`src/dsf_pkg.sv`:
```
`timescale 1ns / 1ps

package dsf_pkg;

   // Line store geometry
   localparam int BUFFER_BYTES = 64;
   localparam int PTR_W        = $clog2(BUFFER_BYTES);
   localparam logic [PTR_W-1:0] LAST_IDX = PTR_W'(BUFFER_BYTES - 1);

   // Front queue geometry
   localparam int QDEPTH = 4;
   localparam int QPTR_W = $clog2(QDEPTH);

   // Character codes
   localparam logic [7:0] CH_DOLLAR  = 8'h24;
   localparam logic [7:0] CH_NEWLINE = 8'h0A;
   localparam logic [7:0] CH_ZERO    = 8'h30;
   localparam logic [7:0] CH_NUL     = 8'h00;

   // Classified byte handed from front to back
   typedef struct packed {
      logic [7:0] data;
      logic       is_dollar;
      logic       is_newline;
   } qentry_type;

   // Back-end sequencer states
   typedef enum logic [1:0] {
      ST_IDLE,
      ST_PRIME,
      ST_EMIT,
      ST_SEEK
   } state_type;

endpackage

```
`src/dsf_front.sv`:
```
`timescale 1ns / 1ps

module dsf_front import dsf_pkg::*; (
   input  logic       clock,
   input  logic       reset,
   input  logic       req_valid,
   output logic       req_stall,
   input  logic [7:0] req_rx_byte,
   output logic       q_valid,
   output qentry_type q_entry,
   input  logic       q_pop
);

   qentry_type          entry_ff [QDEPTH];
   logic [QPTR_W-1:0]   wr_ptr_ff, wr_ptr_in;
   logic [QPTR_W-1:0]   rd_ptr_ff, rd_ptr_in;
   logic [QPTR_W:0]     fill_ff, fill_in;
   logic                push;
   qentry_type          new_entry;

   // stall only on a full queue
   assign req_stall = (fill_ff == (QPTR_W+1)'(QDEPTH));

   // classify; NUL bytes are accepted and dropped
   assign push = req_valid && !req_stall && (req_rx_byte != CH_NUL);
   always_comb begin
      new_entry.data       = req_rx_byte;
      new_entry.is_dollar  = (req_rx_byte == CH_DOLLAR);
      new_entry.is_newline = (req_rx_byte == CH_NEWLINE);
   end

   assign q_valid = (fill_ff != '0);
   assign q_entry = entry_ff[rd_ptr_ff];

   // pointer and fill update
   always_comb begin
      wr_ptr_in = push  ? wr_ptr_ff + 1'b1 : wr_ptr_ff;
      rd_ptr_in = q_pop ? rd_ptr_ff + 1'b1 : rd_ptr_ff;
      fill_in   = fill_ff;
      if (push && !q_pop) begin
         fill_in = fill_ff + 1'b1;
      end else if (!push && q_pop) begin
         fill_in = fill_ff - 1'b1;
      end
   end

   always_ff @(posedge clock) begin
      if (reset) begin
         wr_ptr_ff <= '0;
         rd_ptr_ff <= '0;
         fill_ff   <= '0;
      end else begin
         wr_ptr_ff <= wr_ptr_in;
         rd_ptr_ff <= rd_ptr_in;
         fill_ff   <= fill_in;
      end
   end

   always_ff @(posedge clock) begin
      if (push) begin
         entry_ff[wr_ptr_ff] <= new_entry;
      end
   end

endmodule

```
`src/dsf_back.sv`:
```
`timescale 1ns / 1ps

module dsf_back import dsf_pkg::*; (
   input  logic       clock,
   input  logic       reset,
   input  logic       q_valid,
   input  qentry_type q_entry,
   output logic       q_pop,
   output logic       rsp_valid,
   input  logic       rsp_stall,
   output logic [7:0] rsp_out_byte,
   output logic       rsp_out_last
);

   // circular line store, head points at the leading '$' when non-empty
   logic [7:0]       mem [BUFFER_BYTES];
   logic [7:0]       rd_data_ff;
   logic [PTR_W-1:0] rd_addr;
   logic             wr_en;
   logic [PTR_W-1:0] wr_addr;

   state_type        state_ff, state_in;
   logic [PTR_W-1:0] head_ff, head_in;
   logic [PTR_W-1:0] count_ff, count_in;
   logic [PTR_W-1:0] nl_ff, nl_in;
   logic [PTR_W-1:0] ptr_ff, ptr_in;
   logic [PTR_W-1:0] left_ff, left_in;
   logic             first_ff, first_in;
   logic             found_ff, found_in;
   logic [PTR_W-1:0] dol_ptr_ff, dol_ptr_in;
   logic [PTR_W-1:0] dol_left_ff, dol_left_in;
   logic             rsp_valid_ff, rsp_valid_in;
   logic [7:0]       rsp_byte_ff, rsp_byte_in;
   logic             rsp_last_ff, rsp_last_in;

   logic [PTR_W:0]   tail_sum;
   logic [PTR_W-1:0] tail;
   logic [PTR_W-1:0] ptr_next;
   logic             rsp_free;
   logic             room;
   logic [PTR_W-1:0] nl_after_push;
   logic             d_dollar, d_newline;

   // tail = head + count, wrapped
   assign tail_sum = {1'b0, head_ff} + {1'b0, count_ff};
   assign tail = (tail_sum >= (PTR_W+1)'(BUFFER_BYTES))
                 ? PTR_W'(tail_sum - (PTR_W+1)'(BUFFER_BYTES))
                 : tail_sum[PTR_W-1:0];
   assign ptr_next = (ptr_ff == LAST_IDX) ? '0 : ptr_ff + 1'b1;

   assign rsp_free  = !rsp_valid_ff || !rsp_stall;
   assign room      = (count_ff < LAST_IDX);
   assign d_dollar  = (rd_data_ff == CH_DOLLAR);
   assign d_newline = (rd_data_ff == CH_NEWLINE);

   // newline count after this cycle's append; an empty store keeps only '$'
   always_comb begin
      nl_after_push = nl_ff;
      if (room && count_ff != '0 && q_entry.is_newline) begin
         nl_after_push = nl_ff + 1'b1;
      end
   end

   // next state
   always_comb begin
      state_in = state_ff;
      case (state_ff)
         ST_IDLE: begin
            if (q_valid && nl_after_push != '0) begin
               state_in = ST_PRIME;
            end
         end
         ST_PRIME: state_in = ST_EMIT;
         ST_EMIT: begin
            if (rsp_free && d_newline) begin
               if (found_ff || left_ff == PTR_W'(1)) begin
                  state_in = ST_IDLE;
               end else begin
                  state_in = ST_SEEK;
               end
            end
         end
         ST_SEEK: begin
            if (d_dollar || left_ff == PTR_W'(1)) begin
               state_in = ST_IDLE;
            end
         end
         default: state_in = ST_IDLE;
      endcase
   end

   // datapath and handshake outputs
   always_comb begin
      q_pop        = 1'b0;
      wr_en        = 1'b0;
      wr_addr      = tail;
      rd_addr      = ptr_ff;
      head_in      = head_ff;
      count_in     = count_ff;
      nl_in        = nl_ff;
      ptr_in       = ptr_ff;
      left_in      = left_ff;
      first_in     = first_ff;
      found_in     = found_ff;
      dol_ptr_in   = dol_ptr_ff;
      dol_left_in  = dol_left_ff;
      rsp_valid_in = rsp_valid_ff && rsp_stall;
      rsp_byte_in  = rsp_byte_ff;
      rsp_last_in  = rsp_last_ff;
      case (state_ff)
         ST_IDLE: begin
            if (q_valid) begin
               q_pop = 1'b1;
               // append; a non-'$' into an empty store is discarded by resync
               if (room && (count_ff != '0 || q_entry.is_dollar)) begin
                  wr_en    = 1'b1;
                  count_in = count_ff + 1'b1;
               end
               nl_in = nl_after_push;
            end
         end
         ST_PRIME: begin
            rd_addr     = head_ff;
            ptr_in      = head_ff;
            left_in     = count_ff;
            first_in    = 1'b1;
            found_in    = 1'b0;
         end
         ST_EMIT: begin
            if (rsp_free) begin
               rsp_valid_in = 1'b1;
               rsp_byte_in  = rd_data_ff;
               rsp_last_in  = d_newline;
               first_in     = 1'b0;
               if (d_newline) begin
                  if (found_ff) begin
                     // resume at the first '$' inside the sentence
                     head_in  = dol_ptr_ff;
                     count_in = dol_left_ff;
                  end else begin
                     nl_in = nl_ff - 1'b1;
                     if (left_ff == PTR_W'(1)) begin
                        head_in  = '0;
                        count_in = '0;
                     end else begin
                        ptr_in  = ptr_next;
                        left_in = left_ff - 1'b1;
                        rd_addr = ptr_next;
                     end
                  end
               end else begin
                  // leading '$' is replaced, so only later ones count
                  if (!first_ff && d_dollar && !found_ff) begin
                     found_in    = 1'b1;
                     dol_ptr_in  = ptr_ff;
                     dol_left_in = left_ff;
                  end
                  ptr_in  = ptr_next;
                  left_in = left_ff - 1'b1;
                  rd_addr = ptr_next;
               end
            end
         end
         ST_SEEK: begin
            // discard up to the next '$'
            if (d_dollar) begin
               head_in  = ptr_ff;
               count_in = left_ff;
            end else begin
               if (d_newline) begin
                  nl_in = nl_ff - 1'b1;
               end
               if (left_ff == PTR_W'(1)) begin
                  head_in  = '0;
                  count_in = '0;
               end else begin
                  ptr_in  = ptr_next;
                  left_in = left_ff - 1'b1;
                  rd_addr = ptr_next;
               end
            end
         end
         default: begin
            rsp_valid_in = rsp_valid_ff && rsp_stall;
         end
      endcase
   end

   always_ff @(posedge clock) begin
      if (reset) begin
         state_ff     <= ST_IDLE;
         head_ff      <= '0;
         count_ff     <= '0;
         nl_ff        <= '0;
         rsp_valid_ff <= 1'b0;
      end else begin
         state_ff     <= state_in;
         head_ff      <= head_in;
         count_ff     <= count_in;
         nl_ff        <= nl_in;
         rsp_valid_ff <= rsp_valid_in;
      end
   end

   always_ff @(posedge clock) begin
      ptr_ff      <= ptr_in;
      left_ff     <= left_in;
      first_ff    <= first_in;
      found_ff    <= found_in;
      dol_ptr_ff  <= dol_ptr_in;
      dol_left_ff <= dol_left_in;
      rsp_byte_ff <= rsp_byte_in;
      rsp_last_ff <= rsp_last_in;
   end

   // line store: one write, one registered read
   always_ff @(posedge clock) begin
      if (wr_en) begin
         mem[wr_addr] <= q_entry.data;
      end
      rd_data_ff <= mem[rd_addr];
   end

   assign rsp_valid    = rsp_valid_ff;
   assign rsp_out_byte = rsp_byte_ff;
   assign rsp_out_last = rsp_last_ff;

   // newlines held never exceed bytes held
   a_nl_le_count: assert property (@(posedge clock) disable iff (reset)
      nl_ff <= count_ff)
      else $error("newline count exceeds fill count");

   // a scan starts only with a complete sentence held
   a_prime_has_nl: assert property (@(posedge clock) disable iff (reset)
      state_ff == ST_PRIME |-> nl_ff != '0 && count_ff != '0)
      else $error("scan started without a held newline");

   // every sentence opens with '$'
   a_first_dollar: assert property (@(posedge clock) disable iff (reset)
      state_ff == ST_EMIT && first_ff && rsp_free |=> rsp_byte_ff == CH_DOLLAR)
      else $error("sentence does not start with dollar");

   // results come only out of the emit state
   a_emit_source: assert property (@(posedge clock) disable iff (reset)
      $rose(rsp_valid_ff) |-> $past(state_ff) == ST_EMIT)
      else $error("result produced outside emit state");

endmodule

```
`src/dollar_sentence_framer_unit.sv`:
```
`timescale 1ns / 1ps

// Sentence framer for a received character stream.
// req_ channel: one received byte per transaction (req_rx_byte). NUL bytes
//   are accepted and ignored. req_stall rises only when the 4-entry input
//   queue is full.
// rsp_ channel: one sentence character per transaction (rsp_out_byte),
//   rsp_out_last marks the newline closing the sentence. A sentence runs
//   from its '$' through the first newline; at most one is sent per byte.
// Path: a byte that completes a sentence goes through the input queue, the
//   idle, prime and emit states and the output register to show its '$'.
// Throughput: a byte that emits nothing needs only the idle state; one that
//   emits holds off the next byte until the scan ends, set by the single
//   read port of the line store scanned one entry per cycle unless stalled.
// Receiver stall: the output register holds its transaction and the emit scan
//   pauses; the input queue keeps taking bytes until it fills.
// Reset (synchronous): empties the queue and the line store and drops any
//   pending result.
module dollar_sentence_framer_unit import dsf_pkg::*; (
   input  logic       clock,
   input  logic       reset,
   input  logic       req_valid,
   output logic       req_stall,
   input  logic [7:0] req_rx_byte,
   output logic       rsp_valid,
   input  logic       rsp_stall,
   output logic [7:0] rsp_out_byte,
   output logic       rsp_out_last
);

   logic       q_valid;
   logic       q_pop;
   qentry_type q_entry;

   // accept and classify
   dsf_front u_front (
      .clock       (clock),
      .reset       (reset),
      .req_valid   (req_valid),
      .req_stall   (req_stall),
      .req_rx_byte (req_rx_byte),
      .q_valid     (q_valid),
      .q_entry     (q_entry),
      .q_pop       (q_pop)
   );

   // line store and sentence extraction
   dsf_back u_back (
      .clock        (clock),
      .reset        (reset),
      .q_valid      (q_valid),
      .q_entry      (q_entry),
      .q_pop        (q_pop),
      .rsp_valid    (rsp_valid),
      .rsp_stall    (rsp_stall),
      .rsp_out_byte (rsp_out_byte),
      .rsp_out_last (rsp_out_last)
   );

endmodule

```
`config.mk`:
```
export PLATFORM = sky130hd
export DESIGN_NAME = dollar_sentence_framer_unit
export DESIGN_NICKNAME = d
export VERILOG_FILES = /design/src/dsf_pkg.sv /design/src/dsf_front.sv /design/src/dsf_back.sv /design/src/dollar_sentence_framer_unit.sv
export SDC_FILE = /design/constraint.sdc
export NUM_CORES = 1
export LEC_CHECK = 0
export ABC_AREA = 1
export BUFFER_PORTS_ARGS = -buffer_cell sky130_fd_sc_hd__buf_2
export CORE_MARGIN = 2
export CORE_UTILIZATION = 40
export CTS_BUF_LIST = sky130_fd_sc_hd__clkbuf_16
export DETAILED_ROUTE_END_ITERATION = 7
export GPL_TIMING_DRIVEN = 0
export HOLD_SLACK_MARGIN = 0.15
export PLACE_DENSITY = 0.63
export SYNTH_ARGS = -nofsm -noshare
export SYNTH_HDL_FRONTEND = slang
export SYNTH_HIERARCHICAL = 1
export SYNTH_SLANG_ARGS = --single-unit
```
`constraint.sdc`:
```
create_clock -name clock -period 3.6 [get_ports clock]
set_clock_uncertainty 0.05 [all_clocks]
set_input_delay 0.72 -clock clock [delete_from_list [all_inputs] [get_ports clock]]
set_output_delay 0.72 -clock clock [all_outputs]
set_load 0.02 [all_outputs]
```
==> impl_metrics.csv <==
group,metric,value,unit
status,status,"complete, no violations",
sta,post-route-min-period,3555,ps
sta,worstMarginPinSlew,1147,ps
route,firstDrtPassIters,6,
sta,finalCritPeriodShare,0.9875,
hold_path,hp-start,"req_rx_byte[0]",
clock_network,clock-sinks,625,
synthesis,ys_ff_latch,625,
synthesis,syn_area,0.02817,mm2
placement,port-buffer-count,22,
die,rows,97,
worst_setup_path,crit_chain,"inv_1 > ha_1 > nand3_4 > nand2_1 > nand3_1 > nand3_2 > nand2_1 > nand3_1 > buf_4 > buf_4 > buf_2 > nand3b_1 > nand3_1 > nand3_1 > nand3_1 > nand3_1 > nand3_1 > nand2_1",
worst_setup_path,critical_path_class,"reg -> reg",
layout,final_cell_mix,"edfxtp_1 (581), nand3_1 (548), nand2_1 (430)",
synthesis,synthArstFlopShare,0,
synthesis,ys_top_cells_by_area,"edfxtp_1 (62%), nand3_1 (9.7%), nand2_1 (5.8%)",
hold_path,whs_endpoint,"u_front/entry_ff[0][2]$_DFFE_PP_",
synthesis,yosysTopAreaCell,"edfxtp_1",
placement,dp_hpwl,56.97,mm
sta,hold_viol,0,
power_and_ir_drop,leakagePower,12.56,nW
power_and_ir_drop,irDropWorstVdd,0.5240,mV
route,detail_route.wl_per_cell,21.52,um
worst_setup_path,cpMostUsedCell,"nand3_1",
grt,met1_usage,0.2921,
sta,fmax,281.3,MHz
route,vias,20110,
grt,gr-total-overflow,0,
grt,grt_usage,0.2194,
worst_setup_path,crit_fanout,10,
layout,drive_gt1_frac,0.1197,
route,drtIter0Drc,2396,
grt,antenna_found_initial,1,
layout,area_growth,14.89,%
clock_network,numCtsBuffers,66,
synthesis,syn_inst,2658,
die,num_io_pins,23,
die,core_area,0.06991,mm2
job,drv_cap,0,
worst_setup_path,reg2reg_setup_slack,40,ps
power_and_ir_drop,powerDensity,1032,mW/mm2
clock_network,cts.path.max_buffers,3,
clock_network,clk_latency,620,ps
clock_network,cts_tree,"yes",
placement,gp_congestion,0.9424,
hold_path,min_path_cells,1,
worst_setup_path,reg2regPathDepth,18,
placement,place_area,0.02999,mm2
synthesis,synth_edf_count,581,
die,die_h,269.4,um
worst_setup_path,crit_slowest_cell,"edfxtp_1",
grt,globalRouteMet2Util,0.3625,
clock_network,ctsRootBufferMaster,"clkbuf_16",
layout,fin_area,0.03237,mm2
layout,diodes,0,
synthesis,ys_seq_area_frac,0.6505,
die,die_area,0.07258,mm2
layout,final_nets,2798,
sta,drv_slew,0,
die,die_width,269.4,um
synthesis,synth_top_cell_area_share,0.6192,
synthesis,synth_nets,2689,
grt,busiest_layer,"met2",
grt,grt_first_pass_wirelength,119.8,mm
worst_setup_path,cp.required,3990,ps
sta,finalSetupViolations,0,
route,drcViolationCount,0,
worst_setup_path,critPathArrivalTime,3940,ps
route,wirelength,80.82,mm
worst_setup_path,crit_family,"simple AND/OR/NAND/NOR gates",
worst_setup_path,crit_buf_inv,4,
grt,grt_util_met3,0.03313,
sta,fin_setup_tns,0,ps
synthesis,syn_avg_cell_area,10.60,um2
layout,final_common_cell,"edfxtp_1",
synthesis,yosys_warnings,6,
worst_setup_path,cpPeakStageDelay,410,ps
die,start_util,0.4030,
hold_path,hold_class,"in -> reg",
worst_setup_path,start_kind,"register",
route,viasPerCell,5.354,
route,antenna_left,0,
grt,grt_max_degree,29,
synthesis,yosys.cell_types.count,49,
synthesis,synth_ff_type,"edfxtp_1",
clock_network,cts_max_level,3,
worst_setup_path,endpoint_kind,"register",
worst_setup_path,r2r-end,"u_back/rd_data_ff[4]$_DFF_P_",
worst_setup_path,r2r-start,"u_back/left_ff[1]$_DFFE_PP_",
grt,grt_pass1_vias,19160,
sta,slew_headroom,0.2323,
clock_network,path_clk_slew,60,ps
## power by group
part | internal, mW | switching [mW]
Combinational | 4.61 | 11.9
Clock | 3.96 | 2.79
Sequential | 9.80 | 0.346
## synth_stat cells (4+ instances only)
| master | n |
|---|---|
| edfxtp_1 | 581 |
| xor2_1 | 13 |
| buf_1 | 13 |
| buf_6 | 12 |
| o21ai_1 | 8 |
| nor3_1 | 10 |
| clkinv_1 | 4 |
| nand3_1 | 548 |
| dfxtp_1 | 44 |
| o21ai_0 | 45 |
| ha_1 | 17 |
| o221ai_1 | 5 |
| a31oi_1 | 10 |
| nand3b_1 | 175 |
| nor2_2 | 5 |
| a21oi_1 | 23 |
| inv_1 | 371 |
| nand4_1 | 4 |
| nand2_1 | 438 |
| o22ai_1 | 15 |
| inv_2 | 9 |
| clkbuf_1 | 40 |
| nor2_1 | 148 |
| nand2_2 | 5 |
| xnor2_1 | 5 |
| buf_4 | 7 |
| buf_2 | 70 |
## cell families (layout without fill, tap and decap cells)
| kind of cell | after synthesis | count (layout) | synth area share |
|---|---|---|---|
| AND/OR/NAND/NOR | 1348 | 1348 | 0.2318 |
| flip-flops | 625 | 625 | 0.6505 |
| buffers and inverters | 526 | 684 | 0.07732 |
| AO/OA/AOI/OAI | 122 | 122 | 0.02585 |
| adder cells (fa/ha/maj) | 19 | 19 | 0.008971 |
| XOR/XNOR | 18 | 18 | 0.005595 |
## flip-flops by register name (all words and copies together) (netlist names), named ones only
| register | count |
|---|---|
| u_back/count_ff | 6 |
| u_back/head_ff | 6 |
| u_back/found_ff | 1 |
| u_back/mem | 512 |
| u_back/dol_ptr_ff | 6 |
| u_back/rsp_out_last | 1 |
| u_front/fill_ff | 3 |
| u_back/dol_left_ff | 6 |
| u_back/first_ff | 1 |
| u_back/rsp_valid | 1 |
| u_front/wr_ptr_ff | 2 |
| u_back/left_ff | 6 |
| u_back/rsp_out_byte | 8 |
| u_back/state_ff | 2 |
| u_front/entry_ff | 40 |
| u_back/rd_data_ff | 8 |
| u_back/ptr_ff | 6 |
| u_back/nl_ff | 6 |
| u_front/rd_ptr_ff | 2 |
## routing by layer
metal | wire length (um) | up-vias
met5 | 0 | -
met4 | 2434 | 0
met3 | 6390 | 115
met2 | 38700 | 862
met1 | 33290 | 9832
li1 | - | 9301
## worst max-delay path by stage
stage / startpoint / end / slack, ps / depth (start not counted)
3_5_place_dp: rsp_stall / u_back/rd_data_ff[4]$_DFF_P_ / -240 / 18
3_3_place_gp: register / u_back/mem[54][3]$_DFFE_PP_ / -3750 / 3
4_1_cts: u_back/state_ff[1]$_SDFFE_PP0P_ / u_back/mem[47][6]$_DFFE_PP_ / -160 / 8
6_report: u_back/left_ff[1]$_DFFE_PP_ / u_back/rd_data_ff[4]$_DFF_P_ / 40 / 18
5_1_grt: u_back/state_ff[1]$_SDFFE_PP0P_ / u_back/mem[47][6]$_DFFE_PP_ / -20 / 8
2_1_floorplan: register / u_back/mem[0][2]$_DFFE_PP_ / 630 / 4
## per-stage QoR
step           power [mW]  std cells  worst slack (ps)  hold slack (ps)  utilization
2_1_floorplan       19.59       2658             631.4            361.6            -
3_3_place_gp        24.07       3620             -3746            374.2       0.4214
3_5_place_dp        26.29       3638            -240.6            399.7       0.4290
4_1_cts             33.12       3755            -160.9            283.0       0.4615
5_1_grt             34.96       3756            -22.26            312.2       0.4630
6_report            33.41       3756             44.86            308.4       0.4630
## layout make-up
class,instances,area (um2)
Inverter,384,1441
Fill cell,6361,37540
Sequential cell,625,18330
Tap cell,940,1176
Multi-Input combinational cell,1507,7986
Clock inverter,43,297.8
Clock buffer,74,1852
Buffer,141,742.0
Timing Repair Buffer,42,545.5
## timing repair
action | in CTS | in global routing
hold buffers | 0 | 0
buffers inserted | 0 | 2
pin swaps | 0 | 1
endpoints found under the setup margin | 488 | 519
gates resized for setup | 48 | 36
(Power assumes the default switching activity.)
